==> src/rtl/utf8_stream_validator_core_defines.svh <==
// Assertion macros shared by the validator RTL.
// The clock is clk and the reset is rst_n, active low, in every user.
`ifndef UTF8_STREAM_VALIDATOR_CORE_DEFINES_SVH
`define UTF8_STREAM_VALIDATOR_CORE_DEFINES_SVH

`ifndef SYNTHESIS
`define USV_ASSERT_SAME(label, ante, cons, msg) \
  label: assert property (@(posedge clk) disable iff (!rst_n) (ante) |-> (cons)) \
    else $error(msg);
`define USV_ASSERT_NEXT(label, ante, cons, msg) \
  label: assert property (@(posedge clk) disable iff (!rst_n) (ante) |=> (cons)) \
    else $error(msg);
`else
`define USV_ASSERT_SAME(label, ante, cons, msg)
`define USV_ASSERT_NEXT(label, ante, cons, msg)
`endif

`endif

==> src/rtl/usv_pkg.sv <==
`timescale 1ns / 1ps
package usv_pkg;

  localparam int ACC_W = 21;

  localparam logic [7:0] NUL_BYTE     = 8'h00;
  localparam logic [7:0] ASCII_MAX    = 8'h7f;
  localparam logic [7:0] LEAD2_MIN    = 8'hc2;
  localparam logic [7:0] LEAD2_MAX    = 8'hdf;
  localparam logic [7:0] LEAD3_MIN    = 8'he0;
  localparam logic [7:0] LEAD3_MAX    = 8'hef;
  localparam logic [7:0] LEAD4_MIN    = 8'hf0;
  localparam logic [7:0] LEAD4_MAX    = 8'hf4;
  localparam logic [7:0] CONT_MASK    = 8'hc0;
  localparam logic [7:0] CONT_TAG     = 8'h80;

  localparam logic [ACC_W-1:0] MIN_CP_3B = 21'h000800;
  localparam logic [ACC_W-1:0] MIN_CP_4B = 21'h010000;
  localparam logic [ACC_W-1:0] SURR_LO   = 21'h00d800;
  localparam logic [ACC_W-1:0] SURR_HI   = 21'h00dfff;
  localparam logic [ACC_W-1:0] CP_MAX    = 21'h10ffff;

  // Continuation bytes expected by a lead byte.
  localparam logic [1:0] SEQ_NONE = 2'd0;
  localparam logic [1:0] SEQ_2B   = 2'd1;
  localparam logic [1:0] SEQ_3B   = 2'd2;
  localparam logic [1:0] SEQ_4B   = 2'd3;

  // Item leaving the input register towards the decoder.
  typedef struct packed {
    logic       go;
    logic [7:0] byte_value;
    logic       last;
  } step_t;

  // Verdict handed from the decoder to the result register.
  typedef struct packed {
    logic load;
    logic valid_res;
  } verdict_t;

endpackage

==> src/rtl/usv_in_stage.sv <==
`timescale 1ns / 1ps
module usv_in_stage (
  input  logic          clk,
  input  logic          rst_n,
  input  logic          in_valid,
  output logic          in_stall,
  input  logic [7:0]    in_byte_value,
  input  logic          in_last_byte,
  input  logic          out_free,
  output usv_pkg::step_t step
);
  import usv_pkg::*;

  logic       s1_valid_r, s1_valid_nxt;
  logic [7:0] s1_byte_r;
  logic       s1_last_r;
  logic       s1_go;
  logic       in_take;

  // A non-final byte never needs the result register, so it always moves on.
  assign s1_go    = s1_valid_r && (!s1_last_r || out_free);
  assign in_stall = s1_valid_r && !s1_go;
  assign in_take  = in_valid && !in_stall;

  always_comb begin
    s1_valid_nxt = s1_valid_r;
    if (in_take) begin
      s1_valid_nxt = 1'b1;
    end else if (s1_go) begin
      s1_valid_nxt = 1'b0;
    end
  end

  always_ff @(posedge clk) begin
    if (!rst_n) begin
      s1_valid_r <= 1'b0;
    end else begin
      s1_valid_r <= s1_valid_nxt;
    end
  end

  always_ff @(posedge clk) begin
    if (in_take) begin
      s1_byte_r <= in_byte_value;
      s1_last_r <= in_last_byte;
    end
  end

  assign step.go         = s1_go;
  assign step.byte_value = s1_byte_r;
  assign step.last       = s1_last_r;

endmodule

==> src/rtl/usv_decoder.sv <==
`timescale 1ns / 1ps
`include "utf8_stream_validator_core_defines.svh"
module usv_decoder (
  input  logic              clk,
  input  logic              rst_n,
  input  usv_pkg::step_t    step,
  output usv_pkg::verdict_t verdict
);
  import usv_pkg::*;

  logic [1:0]       pend_r, pend_nxt;
  logic [1:0]       len_r, len_nxt;
  logic [ACC_W-1:0] acc_r, acc_nxt;
  logic             fail_r, fail_nxt;
  logic [ACC_W-1:0] acc_shift;
  logic [7:0]       b;
  logic             cp_bad;

  assign b         = step.byte_value;
  assign acc_shift = {acc_r[ACC_W-7:0], b[5:0]};

  // Checks applied once the last continuation byte has been folded in.
  assign cp_bad = (len_r == SEQ_3B && acc_shift < MIN_CP_3B) ||
                  (len_r == SEQ_4B && acc_shift < MIN_CP_4B) ||
                  (acc_shift >= SURR_LO && acc_shift <= SURR_HI) ||
                  (acc_shift > CP_MAX);

  always_comb begin
    pend_nxt = pend_r;
    len_nxt  = len_r;
    acc_nxt  = acc_r;
    fail_nxt = fail_r;
    if (!fail_r) begin
      if (pend_r == SEQ_NONE) begin
        priority if (b <= ASCII_MAX) begin
          if (b == NUL_BYTE) begin
            fail_nxt = 1'b1;
          end
        end else if (b >= LEAD2_MIN && b <= LEAD2_MAX) begin
          acc_nxt  = ACC_W'(b[4:0]);
          len_nxt  = SEQ_2B;
          pend_nxt = SEQ_2B;
        end else if (b >= LEAD3_MIN && b <= LEAD3_MAX) begin
          acc_nxt  = ACC_W'(b[3:0]);
          len_nxt  = SEQ_3B;
          pend_nxt = SEQ_3B;
        end else if (b >= LEAD4_MIN && b <= LEAD4_MAX) begin
          acc_nxt  = ACC_W'(b[2:0]);
          len_nxt  = SEQ_4B;
          pend_nxt = SEQ_4B;
        end else begin
          fail_nxt = 1'b1;
        end
      end else if ((b & CONT_MASK) != CONT_TAG) begin
        fail_nxt = 1'b1;
      end else begin
        acc_nxt  = acc_shift;
        pend_nxt = pend_r - 2'd1;
        if (pend_r == SEQ_2B && cp_bad) begin
          fail_nxt = 1'b1;
        end
      end
    end
  end

  assign verdict.load      = step.go && step.last;
  assign verdict.valid_res = !fail_nxt && (pend_nxt == SEQ_NONE);

  always_ff @(posedge clk) begin
    if (!rst_n) begin
      pend_r <= SEQ_NONE;
      len_r  <= SEQ_NONE;
      acc_r  <= '0;
      fail_r <= 1'b0;
    end else if (step.go) begin
      if (step.last) begin
        pend_r <= SEQ_NONE;
        len_r  <= SEQ_NONE;
        acc_r  <= '0;
        fail_r <= 1'b0;
      end else begin
        pend_r <= pend_nxt;
        len_r  <= len_nxt;
        acc_r  <= acc_nxt;
        fail_r <= fail_nxt;
      end
    end
  end

  `USV_ASSERT_NEXT(a_clear_after_last, step.go && step.last, pend_r == SEQ_NONE && !fail_r && len_r == SEQ_NONE, "decoder state not cleared after final byte")
  `USV_ASSERT_SAME(a_pend_within_len, 1'b1, pend_r <= len_r, "more continuation bytes pending than the sequence holds")

endmodule

==> src/rtl/usv_out_stage.sv <==
`timescale 1ns / 1ps
module usv_out_stage (
  input  logic              clk,
  input  logic              rst_n,
  input  usv_pkg::verdict_t verdict,
  output logic              out_free,
  output logic              out_valid,
  input  logic              out_stall,
  output logic              out_valid_res
);
  import usv_pkg::*;

  logic out_valid_r, out_valid_nxt;
  logic out_res_r;

  assign out_free = !out_valid_r || !out_stall;

  always_comb begin
    out_valid_nxt = out_valid_r;
    if (verdict.load) begin
      out_valid_nxt = 1'b1;
    end else if (!out_stall) begin
      out_valid_nxt = 1'b0;
    end
  end

  always_ff @(posedge clk) begin
    if (!rst_n) begin
      out_valid_r <= 1'b0;
    end else begin
      out_valid_r <= out_valid_nxt;
    end
  end

  always_ff @(posedge clk) begin
    if (verdict.load) begin
      out_res_r <= verdict.valid_res;
    end
  end

  assign out_valid     = out_valid_r;
  assign out_valid_res = out_res_r;

endmodule

==> src/rtl/utf8_stream_validator_core.sv <==
`timescale 1ns / 1ps
// UTF-8 stream validator. A string is presented one byte per item on the input
// channel, with in_last_byte set on its final byte; exactly one result item
// follows each final byte, and out_valid_res is 1 only when the whole string is
// well-formed UTF-8 with no NUL byte. Bad lead or continuation bytes, overlong
// three- and four-byte forms, surrogates, code points above 10FFFF and a
// sequence cut short by the end of the string all give 0. Bytes after a
// failure are still consumed but ignored, and all state clears after each final
// byte, so strings may follow each other without a gap. The block takes one
// byte every cycle while not stalled: the input register feeds a combinational
// decode of the byte against a small state (bytes still expected, sequence
// length, code point being assembled, failure flag), and the verdict of a final
// byte is loaded into the result register as the byte leaves the input
// register, which raises out_valid. The input side stalls only when a final
// byte waits in the input register while the result register still holds an
// untaken result; non-final bytes never wait on the output.
`include "utf8_stream_validator_core_defines.svh"
module utf8_stream_validator_core (
  input  logic       clk,
  input  logic       rst_n,
  input  logic       in_valid,
  output logic       in_stall,
  input  logic [7:0] in_byte_value,
  input  logic       in_last_byte,
  output logic       out_valid,
  input  logic       out_stall,
  output logic       out_valid_res
);
  import usv_pkg::*;

  step_t    step;
  verdict_t verdict;
  logic     out_free;

  // Input register and the stall that protects it.
  usv_in_stage u_in_stage (
    .clk           (clk),
    .rst_n         (rst_n),
    .in_valid      (in_valid),
    .in_stall      (in_stall),
    .in_byte_value (in_byte_value),
    .in_last_byte  (in_last_byte),
    .out_free      (out_free),
    .step          (step)
  );

  // Per-byte decode and the running state of the current string.
  usv_decoder u_decoder (
    .clk     (clk),
    .rst_n   (rst_n),
    .step    (step),
    .verdict (verdict)
  );

  // Result register: holds a verdict until the far side takes it.
  usv_out_stage u_out_stage (
    .clk           (clk),
    .rst_n         (rst_n),
    .verdict       (verdict),
    .out_free      (out_free),
    .out_valid     (out_valid),
    .out_stall     (out_stall),
    .out_valid_res (out_valid_res)
  );

  // A result only ever appears as a consequence of a final byte being decoded.
  `USV_ASSERT_SAME(a_result_from_last, $rose(out_valid), $past(verdict.load), "result item appeared without a final byte")
  // With the result register empty nothing can hold up the input register.
  `USV_ASSERT_SAME(a_no_stall_when_empty, !out_valid, !in_stall, "input stalled while the result register is empty")

endmodule
==> config.mk <==
export PLATFORM = sky130hd
export DESIGN_NAME = utf8_stream_validator_core
export DESIGN_NICKNAME = d
export VERILOG_FILES = /design/src/rtl/usv_pkg.sv /design/src/rtl/usv_in_stage.sv /design/src/rtl/usv_decoder.sv /design/src/rtl/usv_out_stage.sv /design/src/rtl/utf8_stream_validator_core.sv
export VERILOG_INCLUDE_DIRS = /design/src /design/src/rtl
export SDC_FILE = /design/constraint.sdc
export NUM_CORES = 1
export LEC_CHECK = 0
export BUFFER_PORTS_ARGS = -buffer_cell sky130_fd_sc_hd__buf_2
export CAP_MARGIN = 20
export CORE_ASPECT_RATIO = 1.75
export CORE_MARGIN = 3
export CORE_UTILIZATION = 45
export DETAILED_ROUTE_END_ITERATION = 10
export SLEW_MARGIN = 20
export SYNTH_ARGS = -nofsm -noshare
export SYNTH_HDL_FRONTEND = slang
export SYNTH_HIERARCHICAL = 1
export SYNTH_SLANG_ARGS = --single-unit
==> constraint.sdc <==
create_clock -name clk -period 2.35 [get_ports clk]
set_clock_uncertainty 0.1 [all_clocks]
set_input_delay 0.47 -clock clk [delete_from_list [all_inputs] [get_ports clk]]
set_output_delay 0.47 -clock clk [all_outputs]
set_load 0.005 [all_outputs]
==> results.yml, run 1 <==
pwr:
  netSwitchingPower_w: 0.000263
  total_leakage_power_nw: 0.649
  netSwitchingFraction: 0.240
  pwr-share-comb: 0.085
  power.clock.fraction: 0.366
  power.density_nw_per_um2: 595
  pwr-share-seq: 0.548
  vdd_ir_drop_max_mv: 0.375
  intPower_w: 0.000834
cells_and_area:
  post_route_cells_drive_above_1_share: 0.225
  syn2layout_area_growth_pct: 14.6
  fillers: 344
  num-nets-final: 214
  final_design_area_no_fill_um2: 1840
  diodes: 0
clock_network:
  clock_sinks: 32
  post_cts_resized: 0
  root_buffer_selected_by_cts: "sky130_fd_sc_hd__clkbuf_8"
  cts_setup_buffers: 0
  holdBufCountCts: 0
  worstSkewPairLatency_ns: 0.28
  tritoncts: "built"
  cts_max_path_buffers: 2
  ctsHtreeMaxLevel: 2
  worst_setup_hold_path_clk_slew_ns: 0.07
  numCtsBuffers: 5
yosys:
  syn-cell-area_um2: 1610
  synth.yosys.seq_area_share: 0.461
  ys_seq_elements: 32
  synthesis.area_per_instance_um2: 9.03
  synth.net_count: 193
  yosys.cell_types.count: 43
  syn-instance-count: 178
  post_synth_arst_share: 0
  synth_top_flop_cell: "sky130_fd_sc_hd__dfxtp_1"
  synth-edff-count: 10
  yosys_warnings: 6
timing:
  period_share: 0.871
  period_needed_ns: 2.05
  max_freq_ghz: 0.489
  finalSetupViolations: 0
  worst_slew_margin_rel: 0.716
  final_hold_viol_count: 0
  worst_slew_pin_slew_ns: 0.422
  setup_tns_ns: 0
  unrepaired_setup_endpoints_after_global_routing: "false"
  maxSlewViolCount: 0
drt:
  vias: 1379
  drtIter0Drc: 29
  drc: 0
  detail_route.wl_per_cell_um: 14.2
  via_per_inst: 5.63
  route.final.wire_length_um: 3480
  drtPass1Iterations: 4
  ant_nets: 0
worst_setup_path:
  rr_startpoint: "u_decoder/pend_r[0]$_SDFFE_PN0P_"
  cp-end-kind: "flip-flop"
  crit_chain: "inv_1 > ha_1 > o31ai_4 > o221ai_2 > buf_12 > or3b_1 > a21oi_1"
  cp-start-kind: "flip-flop"
  timing.reg2reg.worst_path_depth: 7
  critical_path.reg2reg.endpoint: "u_decoder/acc_r[2]$_SDFFE_PN0P_"
  critPathSlowestCell: "sky130_fd_sc_hd__dfxtp_1"
  criticalPathCategory: "flip-flop to flip-flop"
  worst-r2r-setup-slack_ns: 0.30
  critPathMaxStageDelay_ns: 0.40
  critPathArrivalTime_ns: 2.16
  critical_path_required_ns: 2.47
  timing.critical_path.fanout_max: 29
grt:
  number_of_antenna_violations_at_the_first_check_in_global_routing: 0
  grt_first_pass_wirelength_um: 5920
  grt_start_max_net_pins: 30
  overflow: 0
  grt_pass1_vias: 1347
  grt_usage: 0.182
floorplanning:
  fp.dieArea_um2: 4350
  floorplan.die.width_um: 51.2
  floorplan.rows: 28
  boundaryPins: 16
  die_outline_height_um: 85.1
  coreArea_um2: 3400
  initial_core_util: 0.473
place:
  dp_hpwl_um: 2630
  port-buffer-count: 15
  finalWeightedCongestion: 0.857
  dpl_cell_area_um2: 1760
hold_path:
  worst_hold_startpoint: "in_byte_value[2]"
  worstHoldEndpoint: "u_in_stage/s1_byte_r[2]$_DFFE_PP_"
  worst_hold_path_type: "input pin to flip-flop"
  holdPathStages: 1
flow_run:
  reported_max_cap_violation_count: 0
status:
  outcome: "finished, final reports clean"
-- worst max-delay path, delay by kind of cell (launching register included) --
family / cells / cell delay (ns)
buf+inv: 2 / 0.30
simple gates: 1 / 0.35
flops: 1 / 0.40
compound gates: 3 / 0.47
fa+ha+maj: 1 / 0.36
-- Yosys cell counts (2+ instances only) --
library cell	n	area [µm²]
sky130_fd_sc_hd__nor3_1	6	30.0
sky130_fd_sc_hd__edfxtp_1	10	300
sky130_fd_sc_hd__nand2b_1	2	12.5
sky130_fd_sc_hd__clkbuf_1	4	15.0
sky130_fd_sc_hd__or4_1	2	15.0
sky130_fd_sc_hd__or3b_1	3	26.3
sky130_fd_sc_hd__o22ai_1	2	12.5
sky130_fd_sc_hd__nor2b_1	6	37.5
sky130_fd_sc_hd__dfxtp_1	22	440
sky130_fd_sc_hd__o21ai_0	14	70.1
sky130_fd_sc_hd__nand3_1	17	85.1
sky130_fd_sc_hd__buf_4	4	30.0
sky130_fd_sc_hd__a21oi_1	20	100
sky130_fd_sc_hd__or2_2	10	62.6
sky130_fd_sc_hd__ha_1	2	25.0
sky130_fd_sc_hd__inv_1	6	22.5
sky130_fd_sc_hd__nor2_1	6	22.5
sky130_fd_sc_hd__nand2_1	17	63.8
-- final cells by class --
type	instances	area, µm²	area share
clock buffer	7	76.3	0.0414
clock inverter	1	5.00	0.00272
inverter	7	26.3	0.0143
multi-input combinational	130	791	0.429
sequential	32	741	0.402
tap	45	56.3	0.0305
timing repair buffer	23	148	0.0801
-- worst max path at each step --
stage                                            from                               to  slack [ns]  depth (start not counted)
detailed placement                          out_stall  u_decoder/acc_r[2]$_SDFFE_PN0P_        0.28                          9
global route        u_in_stage/s1_byte_r[3]$_DFFE_PP_  u_decoder/acc_r[2]$_SDFFE_PN0P_        0.20                          6
finish               u_decoder/pend_r[0]$_SDFFE_PN0P_  u_decoder/acc_r[2]$_SDFFE_PN0P_        0.30                          7
CTS                 u_in_stage/s1_byte_r[3]$_DFFE_PP_  u_decoder/acc_r[2]$_SDFFE_PN0P_        0.34                          6
global placement                            out_stall  u_decoder/acc_r[1]$_SDFFE_PN0P_        0.34                          9
floorplan                                   out_stall  u_decoder/acc_r[3]$_SDFFE_PN0P_        0.45                          8
-- cells in the final DEF, fill, tap and decap left out, types with 2 or more instances in the layout --
cell type	n
sky130_fd_sc_hd__clkbuf_8	5
sky130_fd_sc_hd__o22ai_1	2
sky130_fd_sc_hd__buf_4	7
sky130_fd_sc_hd__ha_1	2
sky130_fd_sc_hd__nand2_1	17
sky130_fd_sc_hd__nor2b_1	6
sky130_fd_sc_hd__edfxtp_1	10
sky130_fd_sc_hd__o21ai_0	14
sky130_fd_sc_hd__nand3_1	17
sky130_fd_sc_hd__nor2_1	6
sky130_fd_sc_hd__or3b_1	3
sky130_fd_sc_hd__a21oi_1	20
sky130_fd_sc_hd__or4_1	2
sky130_fd_sc_hd__clkbuf_1	2
sky130_fd_sc_hd__or2_2	10
sky130_fd_sc_hd__inv_1	6
sky130_fd_sc_hd__nand2b_1	2
sky130_fd_sc_hd__buf_2	15
sky130_fd_sc_hd__nor3_1	6
sky130_fd_sc_hd__dfxtp_1	22
-- flip-flops by register name, indices dropped and copies added, names as in the netlist --
signal and count:
u_in_stage/s1_byte_r 8, u_decoder/fail_r 1, u_decoder/len_r 2, u_decoder/pend_r 2, u_decoder/acc_r 15, u_out_stage/out_valid 1, u_in_stage/s1_valid_r 1, u_out_stage/out_valid_res 1
u_in_stage/s1_last_r 1
-- kinds of logic (layout without fill, tap and decap cells) --
family | count (synthesis) | count (layout) | synth area share
muxes | 1 | 1 | 0.00700
AOI/OAI and AO/OA | 49 | 49 | 0.193
adders and majority gates | 2 | 2 | 0.0156
buffers and inverters | 16 | 38 | 0.0475
and+or+nand+nor | 78 | 78 | 0.276
DFF | 32 | 32 | 0.461
-- per-stage QoR --
step / utilization / total power, W / cells / hold WS [ns] / worst slack (ns)
after floorplan: - / 0.000670 / 178 / 0.342 / 0.451
after global placement: 0.518 / 0.000703 / 237 / 0.352 / 0.340
after detailed placement: 0.518 / 0.000706 / 237 / 0.361 / 0.283
after CTS: 0.542 / 0.00111 / 245 / 0.255 / 0.342
after global routing: 0.542 / 0.00114 / 245 / 0.252 / 0.204
final: 0.542 / 0.00110 / 245 / 0.261 / 0.304
-- per-layer routing --
layer	global-route usage	share of wire	up-vias
met5	0	0	-
met4	0.118	0.037	0
met3	0.0422	0.040	11
li1	-	-	684
met1	0.177	0.38	639
met2	0.328	0.54	45
-- power by group through the flow --
stage | sequential [W] | clock, W | combinational [W]
after detailed placement | 0.000613 | 0 | 0.0000929
after floorplan | 0.000610 | 0 | 0.0000602
final | 0.000601 | 0.000402 | 0.0000936
after global routing | 0.000603 | 0.000432 | 0.000105
after global placement | 0.000612 | 0 | 0.0000905
after CTS | 0.000601 | 0.000413 | 0.0000931
No activity file was read; power rests on OpenSTA's default activity.
==> inputs of run 2 (changes only) <==
--- a/config.mk
+++ b/config.mk
@@ -6,7 +6,7 @@
 export SDC_FILE = /design/constraint.sdc
 export NUM_CORES = 1
 export LEC_CHECK = 0
-export BUFFER_PORTS_ARGS = -buffer_cell sky130_fd_sc_hd__buf_2
+export BUFFER_PORTS_ARGS = -buffer_cell sky130_fd_sc_hd__buf_4
 export CAP_MARGIN = 20
 export CORE_ASPECT_RATIO = 1.75
 export CORE_MARGIN = 3
==> results.yml, run 2 (synthesized netlist as in run 1, its figures left out) <==
status:
  outcome: "finished, final reports clean"
grt:
  number_of_antenna_violations_at_the_first_check_in_global_routing: 0
  grt_usage: 0.190
  grt_pass1_vias: 1316
  grt_start_max_net_pins: 30
  grt_first_pass_wirelength_um: 6270
  overflow: 0
worst_setup_path:
  worst-r2r-setup-slack_ns: 0.34
  crit_start: "u_decoder/pend_r[0]$_SDFFE_PN0P_"
  critPathArrivalTime_ns: 2.12
  critPathSlowestCell: "sky130_fd_sc_hd__dfxtp_1"
  timing.reg2reg.worst_path_depth: 7
  criticalPathCategory: "flip-flop to flip-flop"
  critical_path.reg2reg.endpoint: "u_decoder/acc_r[2]$_SDFFE_PN0P_"
  cp-start-kind: "flip-flop"
  critical_path_required_ns: 2.46
  crit_chain: "inv_1 > ha_1 > o31ai_4 > o221ai_2 > buf_12 > or3b_1 > a21oi_1"
  rr_startpoint: "u_decoder/pend_r[0]$_SDFFE_PN0P_"
  critPathMaxStageDelay_ns: 0.38
  cp-end-kind: "flip-flop"
  timing.critical_path.fanout_max: 29
timing:
  period_needed_ns: 2.01
  setup_tns_ns: 0
  unrepaired_setup_endpoints_after_global_routing: "false"
  finalSetupViolations: 0
  max_freq_ghz: 0.497
  worst_slew_pin_slew_ns: 0.449
  final_hold_viol_count: 0
  maxSlewViolCount: 0
  period_share: 0.856
  worst_slew_margin_rel: 0.698
drt:
  vias: 1397
  detail_route.wl_per_cell_um: 14.7
  ant_nets: 0
  drtPass1Iterations: 4
  route.final.wire_length_um: 3620
  drtIter0Drc: 43
  drc: 0
  via_per_inst: 5.68
clock_network:
  numCtsBuffers: 5
  root_buffer_selected_by_cts: "sky130_fd_sc_hd__clkbuf_8"
  holdBufCountCts: 0
  ctsHtreeMaxLevel: 2
  clock_sinks: 32
  tritoncts: "built"
  worstSkewPairLatency_ns: 0.28
  post_cts_resized: 0
  cts_setup_buffers: 0
  worst_setup_hold_path_clk_slew_ns: 0.07
  cts_max_path_buffers: 2
floorplanning:
  floorplan.rows: 28
  die_outline_height_um: 85.1
  fp.dieArea_um2: 4350
  coreArea_um2: 3400
  initial_core_util: 0.473
  floorplan.die.width_um: 51.2
  boundaryPins: 16
hold_path:
  worst_hold_startpoint: "in_byte_value[0]"
  worstHoldEndpoint: "u_in_stage/s1_byte_r[0]$_DFFE_PP_"
  worst_hold_path_type: "input pin to flip-flop"
  holdPathStages: 1
place:
  finalWeightedCongestion: 0.889
  place_inst: 238
  port-buffer-count: 15
  dp_hpwl_um: 2730
cells_and_area:
  layout.cells.most_common: "sky130_fd_sc_hd__buf_4"
  layout_common_cells: "sky130_fd_sc_hd__buf_4, sky130_fd_sc_hd__dfxtp_1, sky130_fd_sc_hd__a21oi_1"
  reg.largest.list: "u_decoder/acc_r: 15 flops, u_in_stage/s1_byte_r: 8 flops"
  num-nets-final: 215
  number_of_flip_flops_under_the_largest_register_name: 15
  syn2layout_area_growth_pct: 19.1
  diodes: 0
  registers.top_by_ff_count: "u_decoder/acc_r"
  stdcell_count: 246
  post_route_cells_drive_above_1_share: 0.234
pwr:
  power.clock.fraction: 0.422
  total_leakage_power_nw: 0.679
  power.density_nw_per_um2: 636
  pwr-share-seq: 0.494
  intPower_w: 0.000947
  vdd_ir_drop_max_mv: 0.644
  netSwitchingPower_w: 0.000270
  netSwitchingFraction: 0.222
  pwr-share-comb: 0.084
flow_run:
  reported_max_cap_violation_count: 0
run 2: worst max-delay path: cells and delay by family (launching register included):
| kind | cells | cell delay (ns) |
|---|---|---|
| AO/OA/AOI/OAI | 3 | 0.48 |
| flip-flops | 1 | 0.38 |
| adder cells (fa/ha/maj) | 1 | 0.35 |
| AND/OR/NAND/NOR | 1 | 0.34 |
| buffers and inverters | 2 | 0.28 |
run 2: cell type report:
type / count / area [µm²]
clock inverters: 2 / 35.0
flip-flops and latches: 32 / 741
inverters: 7 / 26.3
well taps: 45 / 56.3
repair buffers: 24 / 193
fillers: 316 / 1480
multi-input cells: 130 / 791
clock buffers: 6 / 72.6
run 2: metal layers:
metal | vias to the layer above | share of wire | routed length (µm) | GRT usage
met3 | 6 | 0.056 | 204 | 0.0387
met1 | 651 | 0.38 | 1370 | 0.210
met5 | - | 0 | 0 | 0
li1 | 691 | - | - | -
met4 | 0 | 0.020 | 73 | 0.0809
met2 | 49 | 0.54 | 1970 | 0.342
run 2: through the flow:
step	area, µm²	hold slack, ns	worst slack [ns]	total power (W)	util
global placement	1810	0.354	0.327	0.000710	0.532
detailed placement	1810	0.364	0.241	0.000713	0.532
global route	1910	0.251	0.189	0.00127	0.563
CTS	1910	0.253	0.340	0.00123	0.563
floorplan	1610	0.342	0.451	0.000670	-
finish	1910	0.262	0.339	0.00122	0.563
run 2: power groups by stage:
stage / Combinational, W / Sequential (W) / Clock [W]
floorplan: 0.0000602 / 0.000610 / 0
global placement: 0.0000970 / 0.000613 / 0
detailed placement: 0.000100 / 0.000613 / 0
CTS: 0.000101 / 0.000601 / 0.000527
global route: 0.000113 / 0.000603 / 0.000550
finish: 0.000102 / 0.000601 / 0.000514
run 2: worst max path at each step:
stage,to,cells past startpoint
after detailed placement,u_decoder/acc_r[2]$_SDFFE_PN0P_,9
after global routing,u_decoder/acc_r[1]$_SDFFE_PN0P_,6
after floorplan,u_decoder/acc_r[3]$_SDFFE_PN0P_,8
final,u_decoder/acc_r[2]$_SDFFE_PN0P_,7
after global placement,u_decoder/acc_r[1]$_SDFFE_PN0P_,9
after CTS,u_decoder/acc_r[2]$_SDFFE_PN0P_,7
==> inputs of run 3 (changes only) <==
--- a/config.mk
+++ b/config.mk
@@ -10,7 +10,7 @@
 export CAP_MARGIN = 20
 export CORE_ASPECT_RATIO = 1.75
 export CORE_MARGIN = 3
-export CORE_UTILIZATION = 45
+export CORE_UTILIZATION = 40
 export DETAILED_ROUTE_END_ITERATION = 10
 export SLEW_MARGIN = 20
 export SYNTH_ARGS = -nofsm -noshare
==> constraint.sdc (replaced) <==
create_clock -name clk -period 2.35 [get_ports clk]
set_clock_uncertainty 0.1 [all_clocks]
set_input_delay 0.1175 -clock clk [delete_from_list [all_inputs] [get_ports clk]]
set_output_delay 0.1175 -clock clk [all_outputs]
set_load 0.005 [all_outputs]
==> results.yml, run 3 (synthesized netlist as in run 1, its figures left out) <==
drt:
  ant_nets: 0
  drtPass1Iterations: 4
  drc: 0
  detail_route.wl_per_cell_um: 14.7
  route.final.wire_length_um: 3750
  vias: 1450
  via_per_inst: 5.69
  drtIter0Drc: 48
floorplanning:
  fp.dieArea_um2: 4850
  boundaryPins: 16
  initial_core_util: 0.430
  floorplan.die.width_um: 53.9
  floorplan.rows: 29
  coreArea_um2: 3740
  die_outline_height_um: 89.9
clock_network:
  clock_sinks: 32
  tritoncts: "built"
  cts_max_path_buffers: 2
  ctsHtreeMaxLevel: 2
  worstSkewPairLatency_ns: 0.28
  worst_setup_hold_path_clk_slew_ns: 0.06
  numCtsBuffers: 5
  cts_setup_buffers: 0
  root_buffer_selected_by_cts: "sky130_fd_sc_hd__clkbuf_8"
hold_path:
  worst_hold_path_type: "input pin to flip-flop"
  holdPathStages: 2
  worstHoldEndpoint: "u_out_stage/out_valid$_SDFFE_PN0P_"
  worst_hold_startpoint: "rst_n"
place:
  finalWeightedCongestion: 0.897
  dp_hpwl_um: 2760
  preCtsSetupSlack_ns: 0.230
  port-buffer-count: 15
timing:
  finalWorstSetupSlack_ns: 0.258
  max_freq_ghz: 0.478
  worst_slew_pin_slew_ns: 0.568
  unrepaired_setup_endpoints_after_global_routing: "false"
  finalSetupViolations: 0
  maxSlewViolCount: 0
  final.hold.worst_slack_ns: 0.0173
  period_share: 0.890
  worst_slew_margin_rel: 0.621
  period_needed_ns: 2.09
  setup_tns_ns: 0
  final_hold_viol_count: 0
pwr:
  power.density_nw_per_um2: 564
  vdd_ir_drop_max_mv: 0.435
  total_leakage_power_nw: 0.691
grt:
  overflow: 0
  grt_start_max_net_pins: 25
  grt_first_pass_wirelength_um: 6250
  grt_util_met2: 0.286
  grt_usage: 0.175
  grt_busiest_layer: "met2"
  groute.layer.met1.usage: 0.174
  grt_pass1_vias: 1458
  grt_use_met3: 0.0497
  number_of_antenna_violations_at_the_first_check_in_global_routing: 0
cells_and_area:
  layout.cells.most_common: "sky130_fd_sc_hd__dfxtp_1"
  reg.largest.list: "u_decoder/acc_r: 15 flops, u_in_stage/s1_byte_r: 8 flops"
  layout_common_cells: "sky130_fd_sc_hd__dfxtp_1, sky130_fd_sc_hd__buf_4, sky130_fd_sc_hd__a21oi_1"
  number_of_flip_flops_under_the_largest_register_name: 15
  post_route_cells_drive_above_1_share: 0.211
  num-nets-final: 223
  syn2layout_area_growth_pct: 22.3
  diodes: 0
  registers.top_by_ff_count: "u_decoder/acc_r"
worst_setup_path:
  critPathArrivalTime_ns: 2.19
  criticalPathCategory: "flip-flop to flip-flop"
  critical_path.reg2reg.endpoint: "u_decoder/acc_r[10]$_SDFFE_PN0P_"
  timing.reg2reg.worst_path_depth: 6
  cp-end-kind: "flip-flop"
  cp-start-kind: "flip-flop"
  rr_startpoint: "u_in_stage/s1_byte_r[4]$_DFFE_PP_"
  worst-r2r-setup-slack_ns: 0.26
  critPathSlowestCell: "sky130_fd_sc_hd__edfxtp_1"
  critical_path_required_ns: 2.45
  critPathMaxStageDelay_ns: 0.48
  timing.critical_path.fanout_max: 24
  crit_chain: "nor4_4 > o31ai_4 > o221ai_2 > buf_4 > nand3_1 > a21oi_1"
flow_run:
  reported_max_cap_violation_count: 0
status:
  outcome: "finished, final reports clean"
run 3: changes by cell type in the layout (fill, tap and decap cells not counted), sizes merged:
| cell | previous run | this run |
|---|---|---|
| bufinv | 1 | 0 |
| clkbuf | 6 | 7 |
| buf | 24 | 21 |
| dlygate4sd3 | 0 | 11 |
run 3: where the power goes:
part / switching [W] / total, W / internal [W]
clock: 0.000188 / 0.000395 / 0.000207
combinational: 0.0000570 / 0.000112 / 0.0000555
sequential: 0.0000153 / 0.000601 / 0.000586
run 3: metrics by stage:
stage          total power, W  std cells  area (µm²)  utilization
5_1_grt               0.00117        255        1970        0.526
3_3_place_gp         0.000707        236        1770        0.474
6_report              0.00111        255        1970        0.526
2_1_floorplan        0.000670        178        1610            -
4_1_cts               0.00112        255        1960        0.526
3_5_place_dp         0.000710        236        1770        0.474
run 3: critical path, delay by kind of cell, from the launching register on:
family / cells / cell delay [ns]
AO/OA/AOI/OAI: 3 / 0.60
buffers and inverters: 1 / 0.30
flip-flops: 1 / 0.48
AND/OR/NAND/NOR: 2 / 0.52
run 3: routing by layer:
layer | routed length (µm) | vias up
met5 | 0 | -
met4 | 204 | 0
met3 | 131 | 18
met2 | 2040 | 43
met1 | 1380 | 686
li1 | - | 703
run 3: timing repair:
action,CTS,global route
endpoints found under the hold margin,10,0
resized for setup,0,1
hold buffers,11,0
endpoints found under the setup margin,0,2
run 3: how the worst max path moves through the flow:
stage | startpoint | to | slack [ns] | cells past startpoint
finish | u_in_stage/s1_byte_r[4]$_DFFE_PP_ | u_decoder/acc_r[10]$_SDFFE_PN0P_ | 0.26 | 6
global route | u_in_stage/s1_byte_r[3]$_DFFE_PP_ | u_decoder/acc_r[11]$_SDFFE_PN0P_ | 0.08 | 6
CTS | u_decoder/pend_r[1]$_SDFFE_PN0P_ | u_decoder/acc_r[10]$_SDFFE_PN0P_ | 0.22 | 7
detailed placement | u_decoder/pend_r[1]$_SDFFE_PN0P_ | u_decoder/acc_r[10]$_SDFFE_PN0P_ | 0.23 | 7
global placement | u_in_stage/s1_byte_r[4]$_DFFE_PP_ | u_decoder/acc_r[3]$_SDFFE_PN0P_ | 0.35 | 6
floorplan | u_in_stage/s1_byte_r[4]$_DFFE_PP_ | u_decoder/acc_r[0]$_SDFFE_PN0P_ | 0.55 | 7
run 3: area by class of cell:
class | instances | area, µm²
Inverter | 7 | 26.3
Fill cell | 326 | 1770
Multi-Input combinational cell | 130 | 793
Sequential cell | 32 | 741
Tap cell | 46 | 57.6
Clock inverter | 1 | 5.00
Clock buffer | 7 | 76.3
Timing Repair Buffer | 32 | 268
